[src/sfsu_pkg.sv]
// sfsu_pkg: shared constants and types for the frame sync and channel unpack block
// used by sfsu_byte_cell, sfsu_chan_cell, sfsu_drain and the top level
// no dependencies
`timescale 1ns / 1ps
`default_nettype none

package sfsu_pkg;

   // byte and frame geometry
   localparam int unsigned BYTE_W      = 8;
   localparam logic [7:0]  HDR_BYTE    = 8'h0F;
   localparam int unsigned SKIP_TOTAL  = 25;
   localparam int unsigned STORE_DEPTH = 24;
   localparam int unsigned DATA_BYTES  = 22;
   localparam int unsigned FLAG_POS    = 23;
   localparam int unsigned POS_W       = 5;
   localparam int unsigned SKIP_W      = 5;

   // channel geometry
   localparam int unsigned NUM_CH      = 16;
   localparam int unsigned CH_W        = 11;
   localparam int unsigned IDX_W       = 4;
   localparam int unsigned FRAME_BITS  = NUM_CH * CH_W;

   // flag byte bits
   localparam int unsigned FLAG_D17    = 0;
   localparam int unsigned FLAG_D18    = 1;
   localparam int unsigned FLAG_LOST   = 2;
   localparam int unsigned FLAG_FSAFE  = 3;

   // signal status codes
   localparam logic [1:0]  STATUS_OK    = 2'd0;
   localparam logic [1:0]  STATUS_LOST  = 2'd1;
   localparam logic [1:0]  STATUS_FSAFE = 2'd2;

   // frame hand-over from the sync logic to the drain chain
   typedef struct packed {
      logic              load;
      logic [BYTE_W-1:0] flags;
      logic [BYTE_W-1:0] footer;
   } load_ctl_type;

endpackage

`default_nettype wire

[src/sfsu_byte_cell.sv]
// sfsu_byte_cell: one byte cell of the capture line
// passes its byte to the next cell down on every shift; uses sfsu_pkg
`timescale 1ns / 1ps
`default_nettype none

module sfsu_byte_cell (
   input  wire logic                        clock,
   input  wire logic                        shift_en,
   input  wire logic [sfsu_pkg::BYTE_W-1:0] shift_in,
   output logic      [sfsu_pkg::BYTE_W-1:0] data_out
);

   logic [sfsu_pkg::BYTE_W-1:0] data_ff;
   logic [sfsu_pkg::BYTE_W-1:0] data_in;

   // take the neighbour's byte on a shift
   always_comb begin
      data_in = shift_en ? shift_in : data_ff;
   end

   always_ff @(posedge clock) begin
      data_ff <= data_in;
   end

   assign data_out = data_ff;

endmodule

`default_nettype wire

[src/sfsu_chan_cell.sv]
// sfsu_chan_cell: one 11-bit channel cell of the drain chain
// loads its channel from a finished frame, then shifts towards the output; uses sfsu_pkg
`timescale 1ns / 1ps
`default_nettype none

module sfsu_chan_cell (
   input  wire logic                      clock,
   input  wire logic                      load,
   input  wire logic [sfsu_pkg::CH_W-1:0] load_data,
   input  wire logic                      shift_en,
   input  wire logic [sfsu_pkg::CH_W-1:0] shift_in,
   output logic      [sfsu_pkg::CH_W-1:0] data_out
);

   logic [sfsu_pkg::CH_W-1:0] data_ff;
   logic [sfsu_pkg::CH_W-1:0] data_in;

   // load has priority, the two never coincide
   always_comb begin
      data_in = data_ff;
      if (load) begin
         data_in = load_data;
      end else if (shift_en) begin
         data_in = shift_in;
      end
   end

   always_ff @(posedge clock) begin
      data_ff <= data_in;
   end

   assign data_out = data_ff;

endmodule

`default_nettype wire

[src/sfsu_drain.sv]
// sfsu_drain: chain of 16 channel cells that drains a finished frame, one result per transfer
// depends on sfsu_pkg and sfsu_chan_cell
`timescale 1ns / 1ps
`default_nettype none

module sfsu_drain (
   input  wire logic                            clock,
   input  wire logic                            reset,
   input  wire sfsu_pkg::load_ctl_type          load_ctl,
   input  wire logic [sfsu_pkg::FRAME_BITS-1:0] load_bits,
   input  wire logic                            rsp_stall,
   output logic                                 rsp_valid,
   output logic      [sfsu_pkg::IDX_W-1:0]      rsp_channel_index,
   output logic      [sfsu_pkg::CH_W-1:0]       rsp_channel_value,
   output logic                                 rsp_digital_one,
   output logic                                 rsp_digital_two,
   output logic      [1:0]                      rsp_signal_status,
   output logic      [sfsu_pkg::BYTE_W-1:0]     rsp_footer_byte,
   output logic                                 rsp_last_of_frame
);

   localparam logic [sfsu_pkg::IDX_W-1:0] LAST_IDX = sfsu_pkg::IDX_W'(sfsu_pkg::NUM_CH - 1);

   logic                          busy_ff, busy_in;
   logic [sfsu_pkg::IDX_W-1:0]    count_ff, count_in;
   logic [sfsu_pkg::BYTE_W-1:0]   flags_ff, flags_in;
   logic [sfsu_pkg::BYTE_W-1:0]   footer_ff, footer_in;
   logic                          xfer;
   logic [sfsu_pkg::CH_W-1:0]     chan_q [sfsu_pkg::NUM_CH];
   logic [sfsu_pkg::CH_W-1:0]     chain_in [sfsu_pkg::NUM_CH];

   assign xfer = busy_ff && !rsp_stall;

   // row of channel cells, channel 0 sits at the output end
   for (genvar k = 0; k < sfsu_pkg::NUM_CH; k++) begin : g_cell
      if (k == sfsu_pkg::NUM_CH - 1) begin : g_end
         assign chain_in[k] = '0;
      end else begin : g_mid
         assign chain_in[k] = chan_q[k+1];
      end
      sfsu_chan_cell u_cell (
         .clock     (clock),
         .load      (load_ctl.load),
         .load_data (load_bits[k*sfsu_pkg::CH_W +: sfsu_pkg::CH_W]),
         .shift_en  (xfer),
         .shift_in  (chain_in[k]),
         .data_out  (chan_q[k])
      );
   end

   // result counter and frame-wide fields
   always_comb begin
      busy_in   = busy_ff;
      count_in  = count_ff;
      flags_in  = flags_ff;
      footer_in = footer_ff;
      if (load_ctl.load) begin
         busy_in   = 1'b1;
         count_in  = '0;
         flags_in  = load_ctl.flags;
         footer_in = load_ctl.footer;
      end else if (xfer) begin
         count_in = count_ff + 1'b1;
         if (count_ff == LAST_IDX) begin
            busy_in = 1'b0;
         end
      end
   end

   always_ff @(posedge clock) begin
      if (reset) begin
         busy_ff  <= 1'b0;
         count_ff <= '0;
      end else begin
         busy_ff  <= busy_in;
         count_ff <= count_in;
      end
      flags_ff  <= flags_in;
      footer_ff <= footer_in;
   end

   // result fields
   always_comb begin
      if (flags_ff[sfsu_pkg::FLAG_FSAFE]) begin
         rsp_signal_status = sfsu_pkg::STATUS_FSAFE;
      end else if (flags_ff[sfsu_pkg::FLAG_LOST]) begin
         rsp_signal_status = sfsu_pkg::STATUS_LOST;
      end else begin
         rsp_signal_status = sfsu_pkg::STATUS_OK;
      end
   end

   assign rsp_valid         = busy_ff;
   assign rsp_channel_index = count_ff;
   assign rsp_channel_value = chan_q[0];
   assign rsp_digital_one   = flags_ff[sfsu_pkg::FLAG_D17];
   assign rsp_digital_two   = flags_ff[sfsu_pkg::FLAG_D18];
   assign rsp_footer_byte   = footer_ff;
   assign rsp_last_of_frame = (count_ff == LAST_IDX);

endmodule

`default_nettype wire

[src/sbus_frame_sync_and_channel_unpack.sv]
// sbus_frame_sync_and_channel_unpack: header hunt, frame capture and 16-channel unpack
// depends on sfsu_pkg, sfsu_byte_cell and sfsu_drain
//
//  channel | ports                      | width        | direction
//  --------+----------------------------+--------------+----------
//  req     | req_valid/req_stall        | rx_byte 8    | in
//  rsp     | rsp_valid/rsp_stall        | 4+11+1+1+2+8+1 | out
//
// one received byte is taken per cycle unless req_stall is high; a captured
// byte other than the footer enters the 24-cell capture line in its transfer cycle
// a good frame's footer moves the frame into the 16-cell drain chain; it gives one
// result per cycle while rsp_stall is low, 16 in all, as the next frame is captured
// req_stall is high only while the footer byte is due and the drain chain still
// holds results of the previous frame
// synchronous reset returns to header hunt and empties the drain chain
`timescale 1ns / 1ps
`default_nettype none

module sbus_frame_sync_and_channel_unpack (
   input  wire logic                            clock,
   input  wire logic                            reset,
   input  wire logic                            req_valid,
   output logic                                 req_stall,
   input  wire logic [sfsu_pkg::BYTE_W-1:0]     req_rx_byte,
   output logic                                 rsp_valid,
   input  wire logic                            rsp_stall,
   output logic      [sfsu_pkg::IDX_W-1:0]      rsp_channel_index,
   output logic      [sfsu_pkg::CH_W-1:0]       rsp_channel_value,
   output logic                                 rsp_digital_one,
   output logic                                 rsp_digital_two,
   output logic      [1:0]                      rsp_signal_status,
   output logic      [sfsu_pkg::BYTE_W-1:0]     rsp_footer_byte,
   output logic                                 rsp_last_of_frame
);

   typedef enum logic [2:0] {
      ST_HUNT = 3'b001,
      ST_SKIP = 3'b010,
      ST_CAPT = 3'b100
   } state_type;

   localparam logic [sfsu_pkg::POS_W-1:0]  FOOTER_POS =
      sfsu_pkg::POS_W'(sfsu_pkg::STORE_DEPTH);
   localparam logic [sfsu_pkg::SKIP_W-1:0] SKIP_END =
      sfsu_pkg::SKIP_W'(sfsu_pkg::SKIP_TOTAL);

   state_type                      state_ff, state_in;
   logic [sfsu_pkg::SKIP_W-1:0]    skip_ff, skip_in;
   logic [sfsu_pkg::POS_W-1:0]     pos_ff, pos_in;
   logic                           hdr_ok_ff, hdr_ok_in;
   logic                           xfer;
   logic                           shift_en;
   logic                           drain_busy;
   logic [sfsu_pkg::BYTE_W-1:0]    cell_q [sfsu_pkg::STORE_DEPTH];
   logic [sfsu_pkg::BYTE_W-1:0]    cell_in [sfsu_pkg::STORE_DEPTH];
   logic [sfsu_pkg::FRAME_BITS-1:0] frame_bits;
   sfsu_pkg::load_ctl_type         load_ctl;

   assign req_stall = (state_ff == ST_CAPT) && (pos_ff == FOOTER_POS) && drain_busy;
   assign xfer      = req_valid && !req_stall;
   assign shift_en  = xfer && (state_ff == ST_CAPT) && (pos_ff != FOOTER_POS);

   // capture line, newest byte enters at the top, frame byte 0 ends in cell 0
   for (genvar i = 0; i < sfsu_pkg::STORE_DEPTH; i++) begin : g_byte
      if (i == sfsu_pkg::STORE_DEPTH - 1) begin : g_top
         assign cell_in[i] = req_rx_byte;
      end else begin : g_mid
         assign cell_in[i] = cell_q[i+1];
      end
      sfsu_byte_cell u_cell (
         .clock    (clock),
         .shift_en (shift_en),
         .shift_in (cell_in[i]),
         .data_out (cell_q[i])
      );
   end

   // proportional channel bits, frame bytes 1 to 22 little-endian
   for (genvar j = 0; j < sfsu_pkg::DATA_BYTES; j++) begin : g_bits
      assign frame_bits[j*sfsu_pkg::BYTE_W +: sfsu_pkg::BYTE_W] = cell_q[j+1];
   end

   // sync state machine
   always_comb begin
      state_in      = state_ff;
      skip_in       = skip_ff;
      pos_in        = pos_ff;
      hdr_ok_in     = hdr_ok_ff;
      load_ctl.load   = 1'b0;
      load_ctl.flags  = cell_q[sfsu_pkg::FLAG_POS];
      load_ctl.footer = req_rx_byte;
      unique case (state_ff)
         ST_HUNT: begin
            if (xfer && (req_rx_byte == sfsu_pkg::HDR_BYTE)) begin
               state_in = ST_SKIP;
               skip_in  = 5'd1;
            end
         end
         ST_SKIP: begin
            if (xfer) begin
               skip_in = skip_ff + 1'b1;
               if (skip_in >= SKIP_END) begin
                  state_in = ST_CAPT;
                  pos_in   = '0;
               end
            end
         end
         ST_CAPT: begin
            if (xfer) begin
               if (pos_ff != FOOTER_POS) begin
                  if (pos_ff == '0) begin
                     hdr_ok_in = (req_rx_byte == sfsu_pkg::HDR_BYTE);
                  end
                  pos_in = pos_ff + 1'b1;
               end else begin
                  pos_in = '0;
                  if (hdr_ok_ff) begin
                     load_ctl.load = 1'b1;
                  end else begin
                     state_in = ST_HUNT;
                     skip_in  = '0;
                  end
               end
            end
         end
         default: begin
            state_in = ST_HUNT;
         end
      endcase
   end

   always_ff @(posedge clock) begin
      if (reset) begin
         state_ff  <= ST_HUNT;
         skip_ff   <= '0;
         pos_ff    <= '0;
         hdr_ok_ff <= 1'b0;
      end else begin
         state_ff  <= state_in;
         skip_ff   <= skip_in;
         pos_ff    <= pos_in;
         hdr_ok_ff <= hdr_ok_in;
      end
   end

   // result side
   sfsu_drain u_drain (
      .clock             (clock),
      .reset             (reset),
      .load_ctl          (load_ctl),
      .load_bits         (frame_bits),
      .rsp_stall         (rsp_stall),
      .rsp_valid         (drain_busy),
      .rsp_channel_index (rsp_channel_index),
      .rsp_channel_value (rsp_channel_value),
      .rsp_digital_one   (rsp_digital_one),
      .rsp_digital_two   (rsp_digital_two),
      .rsp_signal_status (rsp_signal_status),
      .rsp_footer_byte   (rsp_footer_byte),
      .rsp_last_of_frame (rsp_last_of_frame)
   );

   assign rsp_valid = drain_busy;

endmodule

`default_nettype wire
[config.mk]
export PLATFORM = sky130hd
export DESIGN_NAME = sbus_frame_sync_and_channel_unpack
export DESIGN_NICKNAME = d
export VERILOG_FILES = /design/src/sfsu_pkg.sv /design/src/sfsu_byte_cell.sv /design/src/sfsu_chan_cell.sv /design/src/sfsu_drain.sv /design/src/sbus_frame_sync_and_channel_unpack.sv
export SDC_FILE = /design/constraint.sdc
export NUM_CORES = 1
export LEC_CHECK = 0
export ABC_AREA = 0
export BUFFER_PORTS_ARGS = -buffer_cell sky130_fd_sc_hd__buf_2
export CAP_MARGIN = 20
export CORE_ASPECT_RATIO = 1.75
export CORE_MARGIN = 2
export CORE_UTILIZATION = 40
export DETAILED_ROUTE_END_ITERATION = 16
export GPL_ROUTABILITY_DRIVEN = 0
export SETUP_SLACK_MARGIN = 0.1
export SLEW_MARGIN = 40
export SYNTH_ARGS = -nofsm -noshare
export SYNTH_HDL_FRONTEND = slang
export SYNTH_SLANG_ARGS = --single-unit
[constraint.sdc]
create_clock -name clock -period 9.4 [get_ports clock]
set_clock_uncertainty 0.15 [all_clocks]
set_input_delay 0.94 -clock clock [delete_from_list [all_inputs] [get_ports clock]]
set_output_delay 0.94 -clock clock [all_outputs]
set_load 0.01 [all_outputs]
==> run_results.csv, run 1 <==
group,metric,value,unit
routing,routedWlPerCell,15.2,um
finish,n_fill_cell,3269,
setup_path,ff2ff_path_depth,5,
yosys,ys_top_cells_by_area,"edfxtp_1, nand2_1, dfxtp_1, buf_4, clkbuf_1",
routing,vias_per_cell,4.80,
clock_network,clk_pin_slew,0.06,ns
sta,whs,0.272,ns
worst_hold_path,hold_start,"g_byte[23].u_cell.data_out[5]",
routing,first_iter_violations,526,
clock_network,clkLatencyLatePin,0.52,ns
yosys,ys.flop_type,"edfxtp_1",
placed_design,io_buffers,41,
global_route,grt_use_total,0.130,
global_route,grt.overflow.total,0,
worst_hold_path,holdCritPathClass,"reg2reg",
setup_path,cp_max_fo,59,
floorplanning,top_level_ports,42,
global_route,grt_pass1_wl,39500,um
setup_path,path_class,"in2reg",
clock_network,cts-htree-levels,2,
clock_network,cts_setup_buffers,0,
setup_path,r2r_slack,5.87,ns
placed_design,dpl_cell_area,0.0152,sq mm
worst_hold_path,worstHoldPathCells,0,
yosys,synth_top_cell_area_share,0.771,
routing,routed_wl,24200,um
clock_network,cts_hold_buf,0,
finish,nets,1114,
yosys,netlist_area,0.0145,sq mm
global_route,antenna_found_initial,0,
sta,fmax,0.281,GHz
setup_path,r2r_start,"state_ff[1]",
status,status,"finished, final reports clean",
floorplanning,die_width,148,um
yosys,synth.avg_cell_area,13.8,sq um
clock_network,cts_resized,0,
placed_design,place_inst,1528,
clock_network,cts_max_path_buffers,3,
yosys,async_flop_share,0,
sta,hold_viol_final,0,
power_and_ir_drop,p_leak,5.29,nW
sta,setup_viol,0,
power_and_ir_drop,power.density,203,mW/mm^2
placed_design,pre_cts_slack,5.30,ns
clock_network,cts_tree,"yes",
global_route,grt_max_degree,108,
worst_hold_path,hold_end,"g_byte[22].u_cell.data_out[5]",
floorplanning,die_h,256,um
sta,finalCriticalPeriod,3.56,ns
finish,post_layout_nonfiller_instances,1594,
setup_path,startpoint_type,"primary input",
yosys,synth-edff-count,372,
routing,drc_errors,0,
finish,drive_gt1_frac,0.0961,
yosys,yosysSeqAreaShare,0.797,
finish,area_growth,12.5,%
power_and_ir_drop,power.total,3.30,mW
power_and_ir_drop,irDropWorstVdd,0.000189,V
finish,fin_area,0.0163,sq mm
routing,num_vias,7658,
routing,drtPass1Iterations,4,
yosys,yosys.area.top_type,"edfxtp_1",
floorplanning,die_area,0.0378,sq mm
global_route,first_global_vias,8054,
setup_path,rr_endpoint,"u_drain.g_cell[4].u_cell.data_out[6]",
yosys,ys_warn_count,0,
yosys,syn_nets,1067,
yosys,netlist-cell-type-count,47,
setup_path,critPathRequiredTime,9.39,ns
sta,setup_ws,5.84,ns
sta,worst_pin_slew,0.772,ns
sta,period_share,0.379,
finish,n_antenna_cell,0,
yosys,synth_seq_cells,391,
yosys,synth_cells,1050,
floorplanning,start_util,0.403,
floorplanning,row_count,92,
sta,rsz0062_at_grt,"no",
sta,relSlewSlack,0.486,
job,cap_violations,0,
setup_path,arrival,3.55,ns
sta,finalMaxSlewViolations,0,
floorplanning,core,0.0359,sq mm
clock_network,cts_buffers,37,
finish,utilization,0.454,
setup_path,cp-end-kind,"register",
clock_network,root_buffer,"clkbuf_16",
sta,setup_tns,0,ns
clock_network,cts.sinks,391,
placed_design,dpl.hpwl,13800,um
routing,ant_nets,0,
-- synthesized netlist by cell type (all sizes together), types with 2 or more instances --
cell type  number
nor2            7
inv             8
a21oi          12
nor2b           4
or3b            3
o21ai           8
nand2         505
nor3            6
and2           11
o211ai          2
xor2            2
clkbuf         22
or2             2
ha              5
o41ai           3
or4             3
a311oi          2
dfxtp          19
edfxtp        372
nor3b           3
o311ai          2
nand4           2
xnor2           5
buf            20
nand3          11
-- worst max-delay path, cell delays in order --
cell	delay, ns
buf_2	0.11
nand4bb_1	0.36
nor4b_4	0.36
buf_4	0.33
or2_4	0.63
buf_4	0.72
-- cell type report --
type,count,area [sq um],area share
clock buffers,46,960,0.0589
clock inverters,20,124,0.00760
inverters,8,30.0,0.00184
multi-input cells,609,2700,0.165
flip-flops and latches,391,11600,0.709
well taps,470,588,0.0361
repair buffers,50,352,0.0216
-- state kept, by name, summed over array words and instances (netlist names) --
name / count
u_drain.rsp_valid: 1
g_byte.u_cell.data_out: 184
u_drain.flags_ff: 4
u_drain.g_cell.u_cell.data_out: 176
pos_ff: 5
skip_ff: 5
hdr_ok_ff: 1
state_ff: 3
u_drain.rsp_footer_byte: 8
u_drain.rsp_channel_index: 4
-- cells by family (layout without fill, tap and decap cells) --
logic type	count (synthesis)	after routing	synth area share
compound gates	33	33	0.0168
fa+ha+maj	5	5	0.00432
simple gates	563	563	0.158
buf+inv	50	124	0.0189
xor+xnor	7	7	0.00423
mux	1	1	0.000691
flops	391	391	0.797
-- how the worst max path moves through the flow --
stage	start	slack, ns	endpoint
after floorplan	req_valid	2.67	pos_ff[2]
after global placement	req_valid	5.11	u_drain.g_cell[1].u_cell.data_out[7]
after detailed placement	req_valid	5.30	u_drain.g_cell[4].u_cell.data_out[4]
after CTS	req_valid	5.83	u_drain.g_cell[4].u_cell.data_out[6]
after global routing	req_valid	5.64	u_drain.g_cell[4].u_cell.data_out[6]
final	req_valid	5.84	u_drain.g_cell[4].u_cell.data_out[6]
-- power breakdown --
group | total (mW) | internal, mW | switching, mW
clock | 1.37 | 0.754 | 0.612
sequential | 1.89 | 1.88 | 0.00965
combinational | 0.0461 | 0.0190 | 0.0271
total | 3.30 | 2.66 | 0.648
-- layout by cell type (no fill, tap or decap), types with 3 or more instances in the layout --
cell         n
inv_1        8
nor2b_1      4
a21oi_1     12
clkbuf_16   37
clkinv_1    10
ha_1         5
nor3_1       6
o21ai_0      5
nor2_1       6
xnor2_1      5
dfxtp_1     19
buf_2       41
edfxtp_1   372
nand2_1    505
or3b_1       3
nand3_1     10
clkinv_2     6
clkbuf_1     9
and2_1      11
-- routing by layer --
layer,vias up,GRT usage,wire length [um]
met5,-,0,0
met4,0,0.0415,587
met3,39,0.0219,651
met2,104,0.257,13900
met1,3805,0.136,9060
li1,3710,-,-
(Power assumes the default switching activity.)
==> run 2: changes to the inputs <==
clock period = 3.7 ns   (was 9.4 ns; I/O delays follow)
==> run_results.csv, run 2 (same netlist as run 1, synthesis figures left out) <==
group,metric,value,unit
worst_hold_path,holdCritPathClass,"in2reg",
finish,multi_input_area,0.00273,sq mm
sta,setup_viol,0,
setup_path,slowest_delay,0.59,ns
sta,finalMaxSlewViolations,0,
setup_path,cp_max_fo,60,
global_route,antenna_found_initial,0,
global_route,grt_pass1_wl,38800,um
global_route,grt_use_total,0.127,
status,status,"finished, final reports clean",
routing,drtPass1Iterations,4,
clock_network,cts_resized,0,
floorplanning,die_width,148,um
clock_network,cts_max_path_buffers,3,
setup_path,cp-end-kind,"register",
routing,num_vias,7643,
setup_path,path_class,"reg2reg",
finish,nets,1123,
setup_path,cpMaxStageDelayCell,"and3_4",
finish,utilization,0.459,
placed_design,dpl.hpwl,13500,um
routing,drc_errors,0,
routing,first_iter_violations,483,
routing,routed_wl,23900,um
finish,seqCellArea,0.0116,sq mm
job,cap_violations,0,
floorplanning,core,0.0359,sq mm
floorplanning,start_util,0.403,
setup_path,arrival,2.90,ns
routing,vias_per_cell,4.77,
worst_hold_path,hold_start,"rsp_stall",
placed_design,dpl_cell_area,0.0153,sq mm
finish,n_fill_cell,3190,
setup_path,startpoint_type,"register",
finish,n_antenna_cell,0,
sta,finalCriticalPeriod,2.65,ns
sta,worst_pin_slew,0.780,ns
global_route,grt_max_degree,167,
sta,period_share,0.717,
sta,fmax,0.377,GHz
finish,largest_reg_flops,184,
setup_path,critPathTopFamily,"simple AND/OR/NAND/NOR gates",
finish,mostFrequentLayoutCell,"nand2_1",
clock_network,cts_buffers,37,
setup_path,r2r_start,"state_ff[2]",
global_route,grt.overflow.total,0,
setup_path,rr_endpoint,"u_drain.g_cell[1].u_cell.data_out[10]",
worst_hold_path,worstHoldPathCells,3,
setup_path,critPathMostFrequentCell,"nand2_1",
sta,rsz0062_at_grt,"no",
sta,hold_viol_final,0,
placed_design,place_inst,1529,
worst_hold_path,hold_end,"u_drain.rsp_valid",
finish,post_layout_nonfiller_instances,1602,
setup_path,critPathRequiredTime,3.95,ns
finish,drive_gt1_frac,0.103,
clock_network,cts_tree,"yes",
placed_design,io_buffers,41,
finish,fin_area,0.0165,sq mm
setup_path,r2r_slack,1.05,ns
floorplanning,row_count,92,
floorplanning,top_level_ports,42,
routing,ant_nets,0,
clock_network,root_buffer,"clkbuf_16",
setup_path,path_cells,"or3b_1 -> nor2_1 -> and3_4 -> buf_12 -> nand2_1 -> nand2_1",
floorplanning,die_h,256,um
setup_path,crit_buf_inv,1,
clock_network,clk_pin_slew,0.06,ns
global_route,first_global_vias,7877,
sta,whs,0.0467,ns
finish,final_cell_mix,"nand2_1, edfxtp_1, buf_2, clkbuf_16, dfxtp_1",
floorplanning,die_area,0.0378,sq mm
clock_network,cts.sinks,391,
power_and_ir_drop,irDropWorstVdd,0.000398,V
clock_network,clkLatencyLatePin,0.54,ns
routing,routedWlPerCell,14.9,um
power_and_ir_drop,p_leak,5.36,nW
sta,relSlewSlack,0.479,
setup_path,ff2ff_path_depth,6,
clock_network,cts-htree-levels,2,
finish,area_growth,13.8,%
power_and_ir_drop,power.density,516,mW/mm^2
-- run 2: changes by cell type in the layout (fill, tap and decap cells not counted), sizes merged --
cell / before / now
dlygate4sd3: 0 / 8
clkbuf: 47 / 44
buf: 49 / 51
clkinv: 17 / 15
inv: 10 / 12
bufinv: 1 / 2
-- run 2: metal layers --
metal,GRT usage,wire [um],vias up,part of all wire
met2,0.244,13200,99,0.55
li1,-,-,3734,-
met4,0.0463,637,0,0.027
met5,0,0,-,0
met1,0.136,9230,3759,0.39
met3,0.0251,757,51,0.032
-- run 2: final cells by class --
class | instances | area share
Sequential cell | 391 | 0.701
Multi-Input combinational cell | 609 | 0.165
Clock buffer | 44 | 0.0584
Tap cell | 470 | 0.0357
Timing Repair Buffer | 59 | 0.0279
Clock inverter | 21 | 0.0102
Inverter | 8 | 0.00182
-- run 2: worst max-delay path by stage --
stage                      startpoint                                     to  slack, ns  cells after the start
final                     state_ff[2]  u_drain.g_cell[1].u_cell.data_out[10]       1.05                      6
after global routing      state_ff[2]   u_drain.g_cell[7].u_cell.data_out[7]       0.86                      6
after CTS                 state_ff[2]   u_drain.g_cell[5].u_cell.data_out[6]       1.05                      6
after detailed placement  state_ff[2]   u_drain.g_cell[5].u_cell.data_out[6]       1.07                      6
after global placement    state_ff[2]   u_drain.g_cell[5].u_cell.data_out[6]       1.12                      6
after floorplan             pos_ff[0]          g_byte[10].u_cell.data_out[0]      -0.41                      4
-- run 2: power by group --
group / internal (mW) / switching [mW] / leakage, nW
registers: 4.78 / 0.0239 / 2.91
logic: 0.0585 / 0.0734 / 1.89
clock network: 2.01 / 1.56 / 0.555
total: 6.85 / 1.66 / 5.36
-- run 2: worst register-to-register path: stages, from the launching register on --
cell	delay [ns]
dfxtp_1	0.50
or3b_1	0.45
nor2_1	0.28
and3_4	0.59
buf_12	0.35
nand2_1	0.13
nand2_1	0.08
-- run 2: through the flow --
stage	power [mW]	setup slack, ns	TNS, ns
after floorplan	5.00	-0.412	-76.48
after global placement	5.02	1.12	0
after detailed placement	5.03	1.07	0
after CTS	8.61	1.05	0
after global routing	8.79	0.860	0
final	8.51	1.05	0
-- run 2: repair_timing --
action,in CTS,in global routing
setup buffers,0,0
hold buffers,8,0
hold endpoints to repair,16,0
